==> config.mk <==
export PLATFORM = sky130hd
export DESIGN_NAME = cigar_stream_decoder_flat
export DESIGN_NICKNAME = d
export VERILOG_FILES = /design/src/design/cigsd_pkg.sv /design/src/design/cigsd_if.sv /design/src/design/cigsd_step.sv /design/src/design/cigar_stream_decoder.sv /design/src/flat_wrapper.sv
export SDC_FILE = /design/constraint.sdc
export NUM_CORES = 1
export LEC_CHECK = 0
export BUFFER_PORTS_ARGS = -buffer_cell sky130_fd_sc_hd__buf_2
export CAP_MARGIN = 10
export CORE_MARGIN = 1.5
export CORE_UTILIZATION = 33
export CTS_CLUSTER_SIZE = 28
export DETAILED_ROUTE_END_ITERATION = 10
export GPL_TIMING_DRIVEN = 0
export SYNTH_ARGS = -nofsm -noshare
export SYNTH_HDL_FRONTEND = slang
export SYNTH_SLANG_ARGS = --single-unit
==> constraint.sdc <==
create_clock -name clk -period 8.9 [get_ports clk]
set_clock_uncertainty 0.15 [all_clocks]
set_input_delay 0.445 -clock clk [delete_from_list [all_inputs] [get_ports clk]]
set_output_delay 0.445 -clock clk [all_outputs]
set_load 0.05 [all_outputs]
==> src/design/cigsd_pkg.sv <==
// Shared types, character codes and decode helpers for the CIGAR decoder.
`timescale 1ns / 1ps

package cigsd_pkg;

    localparam logic [7:0]  CHAR_STAR = 8'h2A;
    localparam logic [7:0]  CHAR_ZERO = 8'h30;
    localparam logic [7:0]  CHAR_NINE = 8'h39;
    localparam logic [7:0]  CHAR_S    = 8'h53;
    localparam logic [7:0]  CHAR_M    = 8'h4D;
    localparam logic [7:0]  CHAR_X    = 8'h58;
    localparam logic [7:0]  CHAR_I    = 8'h49;
    localparam logic [7:0]  CHAR_H    = 8'h48;
    localparam logic [7:0]  CHAR_D    = 8'h44;
    localparam logic [7:0]  CHAR_N    = 8'h4E;

    localparam logic [27:0] LEN_SAT   = 28'h0FFFFFFF;
    localparam logic [31:0] SUM_SAT   = 32'hFFFFFFFF;

    typedef enum logic [2:0] {
        KIND_S = 3'd0,
        KIND_M = 3'd1,
        KIND_X = 3'd2,
        KIND_I = 3'd3,
        KIND_H = 3'd4,
        KIND_D = 3'd5,
        KIND_N = 3'd6
    } op_kind_t;

    typedef enum logic [2:0] {
        ST_OK         = 3'd0,
        ST_UNALIGNED  = 3'd1,
        ST_NO_NUMBER  = 3'd2,
        ST_NO_LETTER  = 3'd3,
        ST_BAD_LETTER = 3'd4
    } status_t;

    typedef struct packed {
        logic [27:0] acc;
        logic        have_digits;
        logic [31:0] read_sum;
        logic [27:0] softclip_max;
        logic [31:0] cursor;
        logic        hardclip_seen;
        logic        at_start;
        logic        error_skip;
    } dec_state_t;

    typedef struct packed {
        op_kind_t    op_kind;
        logic [27:0] op_length;
        logic [31:0] read_length;
        logic [27:0] max_softclip;
        logic [31:0] ref_end;
        logic        hard_clipped;
        status_t     status;
        logic        record_done;
    } dec_result_t;

    typedef struct packed {
        logic     known;
        op_kind_t kind;
    } kind_dec_t;

    function automatic kind_dec_t decode_kind(input logic [7:0] c);
        kind_dec_t d;
        d.known = 1'b1;
        d.kind  = KIND_S;
        case (c)
            CHAR_S:  d.kind = KIND_S;
            CHAR_M:  d.kind = KIND_M;
            CHAR_X:  d.kind = KIND_X;
            CHAR_I:  d.kind = KIND_I;
            CHAR_H:  d.kind = KIND_H;
            CHAR_D:  d.kind = KIND_D;
            CHAR_N:  d.kind = KIND_N;
            default: d.known = 1'b0;
        endcase
        return d;
    endfunction

endpackage

==> src/design/cigsd_if.sv <==
// Valid/ready channel interfaces for CIGAR characters and decoded operations.
`timescale 1ns / 1ps

interface cigsd_char_if;
    logic        valid;
    logic        ready;
    logic [7:0]  cigar_char;
    logic        last_char;
    logic [31:0] ref_start;

    modport source (output valid, cigar_char, last_char, ref_start, input ready);
    modport sink   (input valid, cigar_char, last_char, ref_start, output ready);
endinterface

interface cigsd_op_if;
    logic        valid;
    logic        ready;
    logic [2:0]  op_kind;
    logic [27:0] op_length;
    logic [31:0] read_length;
    logic [27:0] max_softclip;
    logic [31:0] ref_end;
    logic        hard_clipped;
    logic [2:0]  status;
    logic        record_done;

    modport source (output valid, op_kind, op_length, read_length, max_softclip, ref_end,
                    hard_clipped, status, record_done, input ready);
    modport sink   (input valid, op_kind, op_length, read_length, max_softclip, ref_end,
                    hard_clipped, status, record_done, output ready);
endinterface

==> src/design/cigsd_step.sv <==
// Combinational decode of one character against the current record state.
`timescale 1ns / 1ps

module cigsd_step (
    input  cigsd_pkg::dec_state_t  cur,
    input  logic [7:0]             cigar_char,
    input  logic                   last_char,
    input  logic [31:0]            ref_start,
    output cigsd_pkg::dec_state_t  nxt,
    output logic                   emit,
    output cigsd_pkg::dec_result_t res
);
    import cigsd_pkg::*;

    dec_state_t  s;
    kind_dec_t   kd;
    logic        first;
    logic        is_digit;
    logic [31:0] acc_x10;
    logic [32:0] sum_ext;
    logic [27:0] len;

    always_comb
    begin
        s        = cur;
        first    = cur.at_start;
        kd       = decode_kind(cigar_char);
        is_digit = (cigar_char >= CHAR_ZERO) && (cigar_char <= CHAR_NINE);
        emit     = 1'b0;
        len      = 28'd0;
        res.op_kind     = KIND_S;
        res.op_length   = 28'd0;
        res.status      = ST_OK;
        res.record_done = 1'b1;

        if (first)
        begin
            s.cursor        = ref_start;
            s.read_sum      = 32'd0;
            s.softclip_max  = 28'd0;
            s.hardclip_seen = 1'b0;
            s.acc           = 28'd0;
            s.have_digits   = 1'b0;
            s.error_skip    = 1'b0;
            s.at_start      = 1'b0;
        end

        // Multiply by ten as two shifts; the result never exceeds 32 bits.
        acc_x10 = ({4'd0, s.acc} << 3) + ({4'd0, s.acc} << 1)
                + {28'd0, cigar_char[3:0]};

        if (s.error_skip)
        begin
            if (last_char)
            begin
                s.error_skip = 1'b0;
                s.at_start   = 1'b1;
            end
        end
        else if (first && (cigar_char == CHAR_STAR))
        begin
            emit         = 1'b1;
            res.status   = ST_UNALIGNED;
            s.error_skip = !last_char;
            s.at_start   = last_char;
        end
        else if (is_digit)
        begin
            s.acc         = (acc_x10 > {4'd0, LEN_SAT}) ? LEN_SAT : acc_x10[27:0];
            s.have_digits = 1'b1;
            if (last_char)
            begin
                emit       = 1'b1;
                res.status = ST_NO_LETTER;
                s.at_start = 1'b1;
            end
        end
        else if (!s.have_digits || !kd.known)
        begin
            emit         = 1'b1;
            res.status   = s.have_digits ? ST_BAD_LETTER : ST_NO_NUMBER;
            s.error_skip = !last_char;
            s.at_start   = last_char;
        end
        else
        begin
            len           = s.acc;
            s.acc         = 28'd0;
            s.have_digits = 1'b0;
            emit          = 1'b1;
            res.op_kind   = kd.kind;
            res.op_length = len;
            res.record_done = last_char;
            s.at_start    = last_char;
        end

        // Totals only move on a well-formed operation.
        sum_ext = {1'b0, s.read_sum} + {5'd0, len};
        if (emit && (res.status == ST_OK))
        begin
            case (kd.kind)
                KIND_S:
                begin
                    s.read_sum = sum_ext[32] ? SUM_SAT : sum_ext[31:0];
                    if (len > s.softclip_max)
                    begin
                        s.softclip_max = len;
                    end
                end
                KIND_I:
                begin
                    s.read_sum = sum_ext[32] ? SUM_SAT : sum_ext[31:0];
                end
                KIND_H:
                begin
                    s.read_sum      = sum_ext[32] ? SUM_SAT : sum_ext[31:0];
                    s.hardclip_seen = 1'b1;
                end
                KIND_M, KIND_X:
                begin
                    s.read_sum = sum_ext[32] ? SUM_SAT : sum_ext[31:0];
                    s.cursor   = s.cursor + {4'd0, len};
                end
                KIND_D, KIND_N:
                begin
                    s.cursor = s.cursor + {4'd0, len};
                end
                default:
                begin
                    s.cursor = s.cursor;
                end
            endcase
        end

        res.read_length  = s.read_sum;
        res.max_softclip = s.softclip_max;
        res.ref_end      = s.cursor - 32'd1;
        res.hard_clipped = s.hardclip_seen;
        nxt              = s;
    end

endmodule

==> src/design/cigar_stream_decoder.sv <==
// Top level of the streaming CIGAR decoder: input stage, record state, result register.
`timescale 1ns / 1ps
//
// Usage: the cigar channel carries one CIGAR character per request, with
// last_char set on the final character of a record and ref_start valid on
// the first character of each record. The ops channel returns one request
// per operation letter, or one status request for a malformed or unaligned
// record; digits and skipped characters return nothing.
// An accepted character is held in the input register, then decoded with
// the state update, which loads the result register that drives ops.valid.
// One character is accepted every cycle while the result register is free
// or being taken; the rate is set by the state update (multiply by ten,
// saturating 32-bit add and reference cursor add).
// When the receiver stalls with a result waiting, the input stage holds its
// character and cigar.ready drops until the result is taken.
// Reset clears both stages and the record state, so the next character
// starts a new record.
//
module cigar_stream_decoder (
    input  logic         clk,
    input  logic         rst_n,
    cigsd_char_if.sink   cigar,
    cigsd_op_if.source   ops
);
    import cigsd_pkg::*;

    logic        in_valid_reg;
    logic        in_valid_next;
    logic [7:0]  char_reg;
    logic        last_reg;
    logic [31:0] start_reg;

    dec_state_t  state_reg;
    dec_state_t  state_next;
    logic        step_emit;
    dec_result_t step_res;

    logic        out_valid_reg;
    logic        out_valid_next;
    dec_result_t res_reg;

    logic        advance;
    logic        take_in;
    logic        load_out;

    // The decode stage moves only when the result register is free or emptying.
    assign advance  = in_valid_reg && (!out_valid_reg || ops.ready);
    assign take_in  = cigar.valid && cigar.ready;
    assign load_out = advance && step_emit;

    assign cigar.ready = !in_valid_reg || advance;

    assign in_valid_next  = take_in ? 1'b1 : (advance ? 1'b0 : in_valid_reg);
    assign out_valid_next = load_out ? 1'b1 : (ops.ready ? 1'b0 : out_valid_reg);

    cigsd_step u_step (
        .cur        (state_reg),
        .cigar_char (char_reg),
        .last_char  (last_reg),
        .ref_start  (start_reg),
        .nxt        (state_next),
        .emit       (step_emit),
        .res        (step_res)
    );

    always_ff @(posedge clk or negedge rst_n)
    begin
        if (!rst_n)
        begin
            in_valid_reg  <= 1'b0;
            out_valid_reg <= 1'b0;
            state_reg     <= '{acc: 28'd0, have_digits: 1'b0, read_sum: 32'd0,
                               softclip_max: 28'd0, cursor: 32'd0,
                               hardclip_seen: 1'b0, at_start: 1'b1,
                               error_skip: 1'b0};
        end
        else
        begin
            in_valid_reg  <= in_valid_next;
            out_valid_reg <= out_valid_next;
            if (advance)
            begin
                state_reg <= state_next;
            end
        end
    end

    always_ff @(posedge clk)
    begin
        if (take_in)
        begin
            char_reg  <= cigar.cigar_char;
            last_reg  <= cigar.last_char;
            start_reg <= cigar.ref_start;
        end
        if (load_out)
        begin
            res_reg <= step_res;
        end
    end

    assign ops.valid        = out_valid_reg;
    assign ops.op_kind      = res_reg.op_kind;
    assign ops.op_length    = res_reg.op_length;
    assign ops.read_length  = res_reg.read_length;
    assign ops.max_softclip = res_reg.max_softclip;
    assign ops.ref_end      = res_reg.ref_end;
    assign ops.hard_clipped = res_reg.hard_clipped;
    assign ops.status       = res_reg.status;
    assign ops.record_done  = res_reg.record_done;

endmodule

==> src/flat_wrapper.sv <==
// flat-port wrapper written by rule: the top's interface ports become plain ports
module cigar_stream_decoder_flat import cigsd_pkg::*;
  (clk, rst_n, cigar_valid, cigar_cigar_char, cigar_last_char, cigar_ref_start, cigar_ready, ops_valid, ops_op_kind, ops_op_length, ops_read_length, ops_max_softclip, ops_ref_end, ops_hard_clipped, ops_status, ops_record_done, ops_ready);
  cigsd_char_if cigar_i ();
  cigsd_op_if ops_i ();
  input  logic clk;
  input  logic rst_n;
  input wire logic [$bits(cigar_i.valid)-1:0] cigar_valid;
  input wire logic [$bits(cigar_i.cigar_char)-1:0] cigar_cigar_char;
  input wire logic [$bits(cigar_i.last_char)-1:0] cigar_last_char;
  input wire logic [$bits(cigar_i.ref_start)-1:0] cigar_ref_start;
  output wire logic [$bits(cigar_i.ready)-1:0] cigar_ready;
  output wire logic [$bits(ops_i.valid)-1:0] ops_valid;
  output wire logic [$bits(ops_i.op_kind)-1:0] ops_op_kind;
  output wire logic [$bits(ops_i.op_length)-1:0] ops_op_length;
  output wire logic [$bits(ops_i.read_length)-1:0] ops_read_length;
  output wire logic [$bits(ops_i.max_softclip)-1:0] ops_max_softclip;
  output wire logic [$bits(ops_i.ref_end)-1:0] ops_ref_end;
  output wire logic [$bits(ops_i.hard_clipped)-1:0] ops_hard_clipped;
  output wire logic [$bits(ops_i.status)-1:0] ops_status;
  output wire logic [$bits(ops_i.record_done)-1:0] ops_record_done;
  input wire logic [$bits(ops_i.ready)-1:0] ops_ready;
  assign cigar_i.valid = cigar_valid;
  assign cigar_i.cigar_char = cigar_cigar_char;
  assign cigar_i.last_char = cigar_last_char;
  assign cigar_i.ref_start = cigar_ref_start;
  assign cigar_ready = cigar_i.ready;
  assign ops_valid = ops_i.valid;
  assign ops_op_kind = ops_i.op_kind;
  assign ops_op_length = ops_i.op_length;
  assign ops_read_length = ops_i.read_length;
  assign ops_max_softclip = ops_i.max_softclip;
  assign ops_ref_end = ops_i.ref_end;
  assign ops_hard_clipped = ops_i.hard_clipped;
  assign ops_status = ops_i.status;
  assign ops_record_done = ops_i.record_done;
  assign ops_i.ready = ops_ready;
  cigar_stream_decoder u_core (.clk(clk), .rst_n(rst_n), .cigar(cigar_i), .ops(ops_i));
endmodule
# After elaboration in Yosys (flattened, before gate mapping)
# Index checks and enable logic that the tools add are counted.
[word_totals]
register_bits = 295
latchBits = 0
ram_bits = 0
romBits = 0
inputBits = 45
out_inout_bits = 130
word_cells = 109
memories = 0
[op_classes]
addsub = 5
multipliers = 0
div = 0
n_lt_le_gt_ge = 4
eq_ne = 14
shifts = 0
muxes = 43
n_bitwise = 0
reduce_logical = 22
[ops]
columns = ["operator", "count"]
rows = [
  ["2-to-1 mux 28 bit", 7],
  ["2-to-1 mux 124 bit", 1],
  ["2-to-1 mux 29 bit", 4],
  ["2-to-1 mux 32 bit", 3],
  ["2-to-1 mux 93 bit", 1],
  ["== test 8 x 7 -> 1 bit (second input constant)", 7],
  ["adder 32 x 28 -> 33 bit", 1],
  ["adder 31 x 29 -> 32 bit", 1],
  ["adder 32 x 28 -> 32 bit", 1],
  ["adder 32 x 4 -> 32 bit", 1],
  ["> comparator 32 x 28 -> 1 bit (second input constant)", 1],
  ["subtractor 32 x 1 -> 32 bit (second input constant)", 1],
  ["> comparator 28 bit", 1],
  ["one-hot mux 3 bit (6 select lines)", 1],
  ["2-to-1 mux 1 bit", 17],
  ["2-to-1 mux 3 bit", 4],
  ["== test 3 bit (second input constant)", 3],
  ["== test 8 x 6 -> 1 bit (second input constant)", 1],
  [">= comparator 8 x 6 -> 1 bit (second input constant)", 1],
  ["less-or-equal comparator 8 x 6 -> 1 bit (second input constant)", 1],
  ["2-to-1 mux 2 bit", 4],
  ["OR reduction 4 bit", 2],
  ["OR reduction 7 bit", 1],
  ["== test 3 x 2 -> 1 bit (second input constant)", 2],
  ["other kinds (8)", 21],
]

# Longest topological paths before layout
# Gate-level depths: netlist (run 1).
[depth]
ltp_word = 14
mapped_depth = 26
ltp_nobuf = 17

# Cells and area by module
# Synthesis (run 1) repeated with hierarchy kept, for this count alone.
[hier_totals]
cells_unflattened = 1932
area_unflattened_um2 = 20209.4
[modules_own_cells]
columns = ["module", "n_inst", "cells_each", "area_per_inst_um2", "seq_area_each_um2"]
rows = [
  ["cigsd_step", 1, 1491, 10191.0, 0.0],
  ["cigar_stream_decoder", 1, 441, 10018.4, 8229.1],
]

# Worst setup path after synthesis (run 1)
# Ideal clock, no wire load.
[synth_path]
kind = "register to register"
startpoint = "register u_core.out_valid_reg (netlist: u_core.ops.valid)"
endpoint = "register u_core.res_reg, in the netlist u_core.ops.hard_clipped, enable pin"
setup_time_ns = 0.617
t_arrival_ns = 7.117
required_ns = 8.133
slack_ns = 1.017
path_stages_with_launch = 8
path_buffers = 3
period_less_slack_ns = 7.883
cell_sequence = "dfrtp_1 > nand2b_1 > and2_1 > clkbuf_1 > buf_1 > buf_1 > nand2_1 > nor2_1"
[synth_between]
elab_chain_len = 4
[synth_rtl]
columns = ["element", "line", "text"]
rows = [
  ["start, declared", "cigar_stream_decoder.sv:38", "logic out_valid_reg;"],
  ["start signal, assigned", "cigar_stream_decoder.sv:80", "out_valid_reg <= out_valid_next;"],
  ["logical NOT 1 bit", "cigar_stream_decoder.sv:47", "assign advance = in_valid_reg && (!out_valid_reg || ops.ready);"],
  ["logical OR 1 bit", "cigar_stream_decoder.sv:47", ""],
  ["logical AND 1 bit", "cigar_stream_decoder.sv:47", ""],
  ["logical AND 1 bit", "cigar_stream_decoder.sv:49", "assign load_out = advance && step_emit;"],
  ["net u_core.load_out", "cigar_stream_decoder.sv:44", "logic load_out;"],
  ["end signal, assigned", "cigar_stream_decoder.sv:98", "res_reg <= step_res;"],
  ["end, declared", "cigar_stream_decoder.sv:40", "dec_result_t res_reg;"],
]
# The timed path passes the listed nets, and every way through them passes these cells.
# A chain may end at the register's enable or synchronous reset.

# Final worst setup path (run 1)
[layout_path]
startpoint = "register u_core.state_reg[1] (netlist name)"
endpoint = "register u_core.state_reg[123] (netlist name)"
[layout_between]
elab_chain_len = 8
word_cells_on_any_way = 12
cone_classes = "add/sub (2); order compare (1); mux (6); reduce/logical (3)"
[layout_rtl]
columns = ["element", "line", "text"]
rows = [
  ["start, declared", "cigar_stream_decoder.sv:33", "dec_state_t state_reg;"],
  ["start signal, assigned", "cigar_stream_decoder.sv:72", "state_reg <= '{acc: 28'd0, have_digits: 1'b0, read_sum: 32'd0,"],
  ["start signal, assigned", "cigar_stream_decoder.sv:83", "state_reg <= state_next;"],
  ["2-to-1 mux 124 bit", "cigsd_step.sv:36", "if (first)"],
  ["adder 31 x 29 -> 32 bit", "cigsd_step.sv:49", "acc_x10 = ({4'd0, s.acc} << 3) + ({4'd0, s.acc} << 1)"],
  ["adder 32 x 4 -> 32 bit", "cigsd_step.sv:50", "+ {28'd0, cigar_char[3:0]};"],
  ["> comparator 32 x 28 -> 1 bit", "cigsd_step.sv:69", "s.acc = (acc_x10 > {4'd0, LEN_SAT}) ? LEN_SAT : acc_x10[27:0];"],
  ["2-to-1 mux 28 bit", "cigsd_step.sv:69", ""],
  ["2-to-1 mux 29 bit", "cigsd_step.sv:67", "else if (is_digit)"],
  ["2-to-1 mux 29 bit", "cigsd_step.sv:60", "else if (first && (cigar_char == CHAR_STAR))"],
  ["2-to-1 mux 29 bit *", "cigsd_step.sv:52", "if (s.error_skip)"],
]
# Every way passes the cells marked *; elsewhere a longest branch is shown, timed or not.

==> summary.md, run 1 <==
| Metric | Value |
|---|---|
| Yosys top cell by area | edfxtp_1 |
| Final Wtd Congestion | approximately 0.9 |
| Initial antenna violation count | 0 |
| Initial Util | 0.3326 |
| Asr flop ratio synth | 0.4271 |
| Synth Cell Area | 19,560 um^2 |
| YS warnings | 0 |
| Synth top area share | 0.2595 |
| Largest register FFs | 124 |
| Max IR drop VDD | 0.1709 mV |
| Postcts setup bufs | 0 |
| Worst hold margin | 69.55 ps |
| Post-layout min period | just over 8000 ps |
| Post-synth cell types | 112 |
| Syn Inst Count | 1,998 |
| R2R cell count | 22 |
| CTS tree | built |
| Outcome | finished, final reports clean |
| First-pass DRT Iterations | 5 |
| DR vias/cell | ~5.4 |
| PnR Total Power | 0.004990 W |
| WL per Instance | approximately 21 um |
| Complex-gate fraction of the synthesized area | 0.1892 |
| Adder-Cell Fraction of Synth Area | 0.09059 |
| GRT Total Usage | 0.2092 |
| Clk_lat worst skew | 550 ps |
| Antenna cells | 0 |
| Multiplexer area fraction after synthesis | 0.03851 |
| Max Buffers Root-to-Sink | 3 |
| Worst-Margin Slew | 1225 ps |
| Unrepaired setup endpoints after global routing | false |
| Syn_area_per_cell | 9.789 um^2 |
| Main synth FF type | edfxtp_1 |
| Crit path from | u_core.state_reg[1] |
| Fillers | 5,882 |
| Reg clk slew, reported paths | 60 ps |
| Min-Delay Path Class | primary input to flop |
| Vias in the first global route | 15,976 |
| Worst path required time | 9190 ps |
| Most common cell in the netlist | nand2_1 |
| Setup Slack @ Placement | -1472 ps |
| Layout Nets | 2,438 |
| Initial DRC count | 1,299 |
| Root Buffer | clkbuf_16 |
| Share of layout cells above drive strength 1 | 0.1618 |
| Area of the multi-input gates | 10,730 um^2 |
| Post-synth EDFFs | 169 |
| LEAKAGE | 10.19 nW |
| Slew margin rel. | 0.1768 |
| Most frequent cells after synthesis | 260 x nand2_1, 169 x edfxtp_1, 145 x o21ai_0 |
| Final setup viols | 0 |
| Final ANT Viol Nets | 0 |
| Die Y | 246.4 um |
| Synth Area in XOR/XNOR | 0.04606 |
| Max-Cap Viols | 0 |
| DRT Wirelength | 64,100 um |
| Startpoint types | flop |
| Area delta synth->final | 18.15% |
| Total core area | 58,800 um^2 |
| Largest fanout on the critical path | 28 |
| Post-Syn Nets | 2,181 |
| Max Slew Vio Count | 0 |
| Detailed placer's ending HPWL | 48,060 um |
| # rows | between 80 and 90 |
| DRC errors left | 0 |
| Largest net degree at the start of global routing | just under 90 |
| Setup TNS | 0 ps |
| Boundary Pins | 175 |
| Synth Area in Simple Gates | 0.1832 |
| Final hold viol count | 0 |
| Hold Crit Depth | 3 |
| Remaining global-route overflow | 0 |
| Largest family of logic cells by synthesized area | compound AO/OA/AOI/OAI gates |
| Register area | 8229 um^2 |
| Critical setup path kind | flop to flop |
| Sequential share of the synthesized area | 0.4208 |
| Die Area | about 61,000 um^2 |
| Setup ws final | 695.8 ps |
| FF-to-FF Start | u_core.state_reg[1] |
| Pwr per Cell Area | 215.9 nW/um^2 |
| Routed via count | about 17,000 |
| # port buffers | 174 |
| Clock sink count | 295 |
| Final Cycle Share | 0.9218 |
| FF+latch count, synth | 295 |
| H-tree levels | 2 |
| Hold_sp | ops_ready |
| Inserted Clock Buffers | 34 |
| Die extent in x | 246.4 um |
| Worst EP arrival | 8490 ps |
| Highest Clock Rate | 121.9 MHz |
| CP endpoint kind | flop |
| Synth area leaders | edfxtp_1 26%, dfrtp_1 16%, ha_1 8.7% |
| Global-route wire length before repair | 96,850 um |
==> placed cells by master, fill, tap and decap left out, drive strengths merged, types with 27 or more instances in the layout <==
| cell | count |
|---|---|
| a21o | 66 |
| a21oi | 104 |
| a22o | 27 |
| and2 | 61 |
| buf | 213 |
| clkbuf | 108 |
| dfrtp | 125 |
| dlygate4sd3 | 43 |
| edfxtp | 169 |
| ha | 136 |
| inv | 47 |
| mux2 | 47 |
| nand2 | 261 |
| nand3 | 38 |
| nor2 | 117 |
| nor2b | 75 |
| nor3 | 37 |
| o21ai | 155 |
| xnor2 | 67 |
| xor2 | 35 |
==> stage by stage <==
stage | instance area (um^2) | utilization | cells
after global routing | 23110 | 0.3930 | 3053
after detailed placement | 21550 | 0.3666 | 2952
after CTS | 23100 | 0.3929 | 3054
after global placement | 21400 | 0.3639 | 2945
after floorplan | 19560 | - | 1998
final | 23110 | 0.3930 | 3053
==> final cells by class <==
type | instances | share of cell area
Timing Repair Buffer | 224 | 0.06276
Inverter | 46 | 0.007472
Clock inverter | 21 | 0.008609
Clock buffer | 40 | 0.04002
Tap cell | 773 | 0.04186
Sequential cell | 295 | 0.3561
Buffer | 100 | 0.01895
Multi-Input combinational cell | 1554 | 0.4642
==> cell families (layout without fill, tap and decap cells) <==
group | Yosys count | in the layout
simple gates | 701 | 701
compound gates | 541 | 541
flops | 295 | 295
buf+inv | 149 | 431
fa+ha+maj | 141 | 141
xor+xnor | 102 | 102
mux | 69 | 69
==> routing by layer <==
| metal | global-route usage | part of all wire | vias to the layer above |
|---|---|---|---|
| met4 | 0.08088 | 0.039 | 0 |
| met3 | 0.03159 | 0.052 | 105 |
| li1 | - | - | 7838 |
| met1 | 0.2838 | 0.46 | 8110 |
| met2 | 0.3344 | 0.45 | 488 |
| met5 | 0 | 0 | - |
==> power by group <==
part,switching (W),internal [W]
Combinational,0.00127,0.000473
Clock,0.000591,0.000834
Sequential,0.0000966,0.00172
Total,0.00196,0.00303
==> repair_timing <==
action | 4_1_cts | 5_1_grt
endpoints found under the hold margin | 80 | 0
resized for setup | 5 | 2
hold buffers | 43 | 0
endpoints found under the setup margin | 28 | 28
==> final timing paths <==
check,endpoint,slack (ps)
setup reg to reg,u_core.state_reg[123],700
max in group asynchronous,u_core.state_reg[16],7520
min in group asynchronous,u_core.state_reg[58],230
hold / removal,u_core.in_valid_reg,70
setup / recovery,u_core.state_reg[123],700
hold reg to reg,u_core.state_reg[12],330
==> critical path, cell delays in order (launching register included) <==
cell and delay [ps]:
dfstp_2 610, buf_2 480, buf_4 530, buf_2 420
clkbuf_1 520, clkbuf_1 540, nor2b_1 210, fa_1 610
inv_1 70, fa_1 460, nor2b_1 140, o21ai_1 90
a21boi_0 300, o21ai_1 160, a2111oi_1 740, nor4_1 200
nor3_1 430, a31oi_1 180, xnor2_1 170, a211o_1 340
clkbuf_1 280, o21a_1 240, o22a_1 190
No activity file was read; power rests on OpenSTA's default activity.
==> run 2: changes to the inputs <==
Settings changed: MAX_ROUTING_LAYER from default to met4.
==> run 2 against run 1 <==
  * Final cell count up 0.13%
  * Clock power up 5%
  * Worst setup slack worse by 150 ps
  * Critical path depth down 1
  * Die area unchanged
  * Global-route usage up 0.48 points
  * Sequential power about the same
  * Clock-buffer cell count up 3
==> summary.md, run 2 (synthesis results as in run 1) <==
| Metric | Value |
|---|---|
| Unrepaired setup endpoints after global routing | false |
| Layout Nets | 2,440 |
| Final Non-Filler Cells | ~3,100 |
| Clock sink count | 295 |
| Outcome | finished, final reports clean |
| Worst hold margin | between 50 and 60 ps |
| Inserted Clock Buffers | 35 |
| DRT Wirelength | 63,840 um |
| Largest net degree at the start of global routing | 67 |
| PnR Total Power | roughly 0.005 W |
| Setup Slack @ Placement | -1487 ps |
| Highest Signal Layer | met4 |
| Clk_lat worst skew | 560 ps |
| Met1 Routed Length | roughly 28,000 um |
| Startpoint types | flop |
| DRC errors left | 0 |
| First-pass DRT Iterations | 5 |
| Total core area | ~60,000 um^2 |
| Final Cycle Share | 0.9385 |
| DR vias/cell | 5.369 |
| Critical setup path kind | flop to flop |
| CTS tree | built |
| Worst path required time | 9190 ps |
| Routed via count | between 15,000 and 20,000 |
| Largest register FFs | about 120 |
| GRT Total Usage | 0.2140 |
| Postcts setup bufs | 0 |
| # port buffers | around 170 |
| Max Buffers Root-to-Sink | 3 |
| Final setup viols | 0 |
| Final ANT Viol Nets | 0 |
| Root Buffer | clkbuf_16 |
| WL per Instance | between 20 and 25 um |
| DP Area | 21,550 um^2 |
| H-tree levels | 2 |
| Final Wtd Congestion | approximately 0.95 |
| Most frequent cells in the layout | 260 x nand2_1, 191 x buf_2, 169 x edfxtp_1 |
| Dpl cells | 2,952 |
| Vias in the first global route | 15,834 |
| Max Slew Vio Count | 0 |
| Worst EP arrival | around 8700 ps |
| LEAKAGE | 10.22 nW |
| Boundary Pins | between 150 and 200 |
| Highest Clock Rate | 119.7 MHz |
| Post-Layout Inst Area | roughly 23,000 um^2 |
| Initial antenna violation count | 0 |
| Global-route wire length before repair | 95,440 um |
| Setup ws final | 547.3 ps |
| CP endpoint kind | flop |
| Met3 wire length | 3853 um |
| Max IR drop VDD | between 0.1 and 0.15 mV |
| Reg clk slew, reported paths | roughly 60 ps |
| # rows | around 90 |
| Slew margin rel. | 0.2176 |
| Initial DRC count | 1,267 |
| Initial Util | 0.3326 |
| Max-Cap Viols | 0 |
| Die extent in x | 246.4 um |
| Share of layout cells above drive strength 1 | 0.1620 |
| Commonest non-fill, non-tap cell in the layout | nand2_1 |
| Antenna cells | 0 |
| Die Y | 246.4 um |
| Met2 wire length | 28,540 um |
| Final hold viol count | 0 |
| Detailed placer's ending HPWL | 48,150 um |
| Post-layout min period | 8353 ps |
| Die Area | 60,740 um^2 |
| Remaining global-route overflow | 0 |
| Worst-Margin Slew | 1144 ps |
| Area delta synth->final | 18.47% |
| Largest fanout on the critical path | 28 |
| Pwr per Cell Area | 218.2 nW/um^2 |
| Min-Delay Path Class | primary input to flop |
-- run 2: changes by cell type in the layout (fill, tap and decap cells not counted), sizes merged --
| cell | change |
|---|---|
| clkbuf | +3 |
| inv | +1 |
| clkinvlp | -1 |
| buf | +1 |
| bufinv | +2 |
| clkinv | -2 |
-- run 2: final cells by class --
type                            count  area, um^2
Fill cell                        5822       35630
Multi-Input combinational cell   1554       10720
Sequential cell                   295        8229
Timing Repair Buffer              225        1455
Tap cell                          773       967.2
Clock buffer                       43       927.1
Buffer                            100       437.9
Clock inverter                     21       261.5
Inverter                           46       172.7
-- run 2: stage by stage --
stage	setup TNS (ps)	util
floorplan	0	-
global placement	-346210	0.3639
detailed placement	-39170	0.3666
CTS	0	0.3940
global route	0	0.3941
finish	0	0.3941
-- run 2: worst paths after layout --
kind | cells past startpoint | startpoint | slack (ps) | to
max | 21 | u_core.state_reg[1] | 550 | u_core.state_reg[114]
max in group asynchronous | 3 | rst_n | 7460 | u_core.state_reg[19]
min | 3 | ops_ready | 50 | u_core.in_valid_reg
min in group asynchronous | 2 | rst_n | 330 | u_core.state_reg[54]
max reg2reg | 21 | u_core.state_reg[1] | 550 | u_core.state_reg[114]
min reg2reg | 2 | u_core.state_reg[67] | 320 | u_core.state_reg[67]
-- run 2: repair_timing --
item | CTS | global route
endpoints found under the setup margin | 28 | 28
endpoints found under the hold margin | 106 | 0
resized for setup | 5 | 0
cloned | 0 | 0
hold buffers | 43 | 0
-- run 2: worst max-delay path, cell delays in order, from the launching register on --
cell,delay [ps]
dfstp_2,610
buf_2,470
buf_4,530
buf_2,430
clkbuf_1,520
clkbuf_1,530
nor2b_1,210
fa_1,550
ha_1,310
a21o_1,170
a21oi_1,280
o21ai_0,160
a31oi_1,340
o31ai_1,210
a221oi_1,670
o22ai_1,230
o41ai_1,540
o21ai_0,180
a211o_1,390
clkbuf_1,280
o21a_1,240
o22a_1,190
-- run 2: metal layers --
metal	track usage	vias up
li1	-	7853
met1	0.2667	7953
met2	0.3294	493
met3	0.04532	114
met4	0.1031	0
met5	-	-
-- run 2: power by group --
group          internal (W)  switching (W)
clock network      0.000895       0.000605
registers           0.00172      0.0000951
logic              0.000473        0.00127
total               0.00309        0.00197
==> run 3: changes to the inputs <==
Settings changed: PLACE_DENSITY from default to 0.5.
==> run 3 against run 2 <==
  * First-iteration DRC count fell by 14%
  * Clock power fell by 3%
  * Fmax fell by 1.6%
  * Sequential power barely moved
  * Core utilization barely moved
  * Power fell by 0.72%
  * Worst setup slack got worse by 130 ps
  * Global-route usage rose by 0.88 points
  * Sequential share of layout area barely moved
  * Non-clock buffer count rose by 1
==> summary.md, run 3 (synthesis results as in run 1) <==
| Metric | Value |
|---|---|
| Max-Cap Viols | 0 |
| Die extent in x | 246.4 um |
| Startpoint types | flop |
| Most frequent cells in the layout | 260 x nand2_1, 190 x buf_2, 169 x edfxtp_1 |
| Inserted Clock Buffers | 35 |
| Area delta synth->final | 18.39% |
| Antenna cells | 0 |
| Routed via count | 16,395 |
| DR vias/cell | 5.361 |
| Initial DRC count | 1,091 |
| Layout Nets | roughly 2,400 |
| Final Cycle Share | 0.9534 |
| Vias in the first global route | between 15,000 and 20,000 |
| GRT Total Usage | 0.2228 |
| First-pass DRT Iterations | 5 |
| Max stage delay on crit path | 740 ps |
| Initial antenna violation count | 0 |
| CP delay by family, top | buffers and inverters |
| Total core area | 58,800 um^2 |
| Slew margin rel. | 0.3599 |
| Initial Util | 0.3326 |
| Final ANT Viol Nets | 0 |
| Commonest non-fill, non-tap cell in the layout | nand2_1 |
| Worst path required time | ~9200 ps |
| DRC errors left | 0 |
| H-tree levels | 2 |
| Final setup viols | 0 |
| # port buffers | 174 |
| Remaining global-route overflow | 0 |
| Die Y | approximately 250 um |
| Setup ws final | 414.4 ps |
| # rows | 89 |
| Dpl cells | ~3,000 |
| Setup TNS | 0 ps |
| Root Buffer | clkbuf_16 |
| Reg clk slew, reported paths | ~70 ps |
| Pwr per Cell Area | about 220 nW/um^2 |
| Worst EP arrival | 8780 ps |
| Die Area | 60,740 um^2 |
| Critical setup path kind | flop to flop |
| Detailed placer's ending HPWL | around 49,000 um |
| Highest Clock Rate | 117.8 MHz |
| Post-layout min period | 8486 ps |
| Min-Delay Path Class | primary input to flop |
| Final Wtd Congestion | 0.9229 |
| WL per Instance | 21.50 um |
| Max Buffers Root-to-Sink | 3 |
| Largest register FFs | ~120 |
| Worst hold margin | 64.48 ps |
| Largest net degree at the start of global routing | 65 |
| Worst-Margin Slew | 953.3 ps |
| Global-route wire length before repair | 98,800 um |
| Setup Slack @ Placement | -1661 ps |
| Largest fanout on the critical path | 19 |
| Crit-path cells | buf_2 -> clkdlybuf4s15_2 -> clkbuf_4 -> buf_2 -> clkbuf_1 -> clkbuf_2 -> nor2b_1 -> fa_1 -> inv_1 -> fa_1 -> nor2b_1 -> o21ai_1 -> a21boi_0 -> o21ai_1 -> a2111oi_1 -> nor4_1 -> nor3_1 -> a31oi_1 -> xnor2_1 -> a211o_1 -> clkbuf_1 -> o21a_1 -> o22a_1 |
| Final hold viol count | 0 |
| DRT Wirelength | approximately 66,000 um |
| Boundary Pins | roughly 180 |
| Clk_lat worst skew | 570 ps |
| Clock sink count | 295 |
| Share of layout cells above drive strength 1 | 0.1632 |
| Max Slew Vio Count | 0 |
| Outcome | finished, final reports clean |
| Max IR drop VDD | 0.1550 mV |
| LEAKAGE | 10.20 nW |
| CTS tree | built |
| Finished Core Util | 0.3938 |
| Unrepaired setup endpoints after global routing | false |
| Slowest library cell on the worst path | a2111oi_1 |
| Final Non-Filler Cells | 3,058 |
| CP Buf/Inv Count | 8 |
| CP endpoint kind | flop |
==> run 3: cell types whose count changed in the layout (fill, tap and decap cells not counted), sizes merged <==
| cell | before | now |
|---|---|---|
| clkinv | 10 | 9 |
| clkbuf | 111 | 112 |
| buf | 214 | 212 |
| clkinvlp | 4 | 7 |
| clkdlybuf4s15 | 0 | 1 |
| bufinv | 5 | 3 |
| inv | 48 | 49 |
==> run 3: what timing repair did <==
| item | in CTS | in global routing |
|---|---|---|
| hold endpoints to repair | 105 | 0 |
| setup buffers | 0 | 0 |
| endpoints found under the setup margin | 28 | 28 |
| gates resized for setup | 5 | 4 |
| hold buffers | 43 | 0 |
==> run 3: worst paths after layout <==
kind                                       from                    end  slack [ps]  cells after the start
setup / recovery            u_core.state_reg[1]  u_core.state_reg[123]         410                     23
hold / removal                        ops_ready    u_core.in_valid_reg          60                      3
setup reg to reg            u_core.state_reg[1]  u_core.state_reg[123]         410                     23
hold reg to reg            u_core.state_reg[67]   u_core.state_reg[67]         320                      2
max in group asynchronous                 rst_n   u_core.state_reg[19]        7470                      3
min in group asynchronous                 rst_n   u_core.state_reg[56]         310                      2
==> run 3: per-layer routing <==
layer	vias up	share of wire	routed length [um]	GRT usage
met2	485	0.45	29430	0.3407
met4	0	0.035	2284	0.07568
li1	7845	-	-	-
met5	-	0	0	-
met3	107	0.052	3387	0.02832
met1	7958	0.47	30660	0.3035
==> run 3: worst register-to-register path: stages, from the launching register on <==
cell	delay, ps
dfstp_2	620
buf_2	480
clkdlybuf4s15_2	610
clkbuf_4	490
buf_2	410
clkbuf_1	520
clkbuf_2	390
nor2b_1	150
fa_1	580
inv_1	70
fa_1	470
nor2b_1	140
o21ai_1	90
a21boi_0	270
o21ai_1	160
a2111oi_1	740
nor4_1	200
nor3_1	430
a31oi_1	170
xnor2_1	150
a211o_1	350
clkbuf_1	290
o21a_1	240
o22a_1	190
==> run 3: layout make-up <==
cell class | instances | area, um^2
sequential | 295 | 8229
timing repair buffer | 225 | 1455
multi-input combinational | 1554 | 10730
clock inverter | 22 | 221.5
fill | 5945 | 35640
inverter | 46 | 172.7
buffer | 101 | 450.4
clock buffer | 42 | 923.4
tap | 773 | 967.2
==> run 3: metrics by stage <==
step | cell area [um^2] | power [W]
floorplan | 19560 | 0.003095
global placement | 21400 | 0.003577
detailed placement | 21560 | 0.003577
CTS | 23140 | 0.005072
global route | 23150 | 0.005273
finish | 23150 | 0.005020
==> run 3: power by group <==
group          internal [W]  leakage, nW  switching [W]
logic              0.000474         6.31        0.00128
clock network      0.000838        0.539       0.000617
registers           0.00172         3.36      0.0000928
total               0.00303         10.2        0.00199
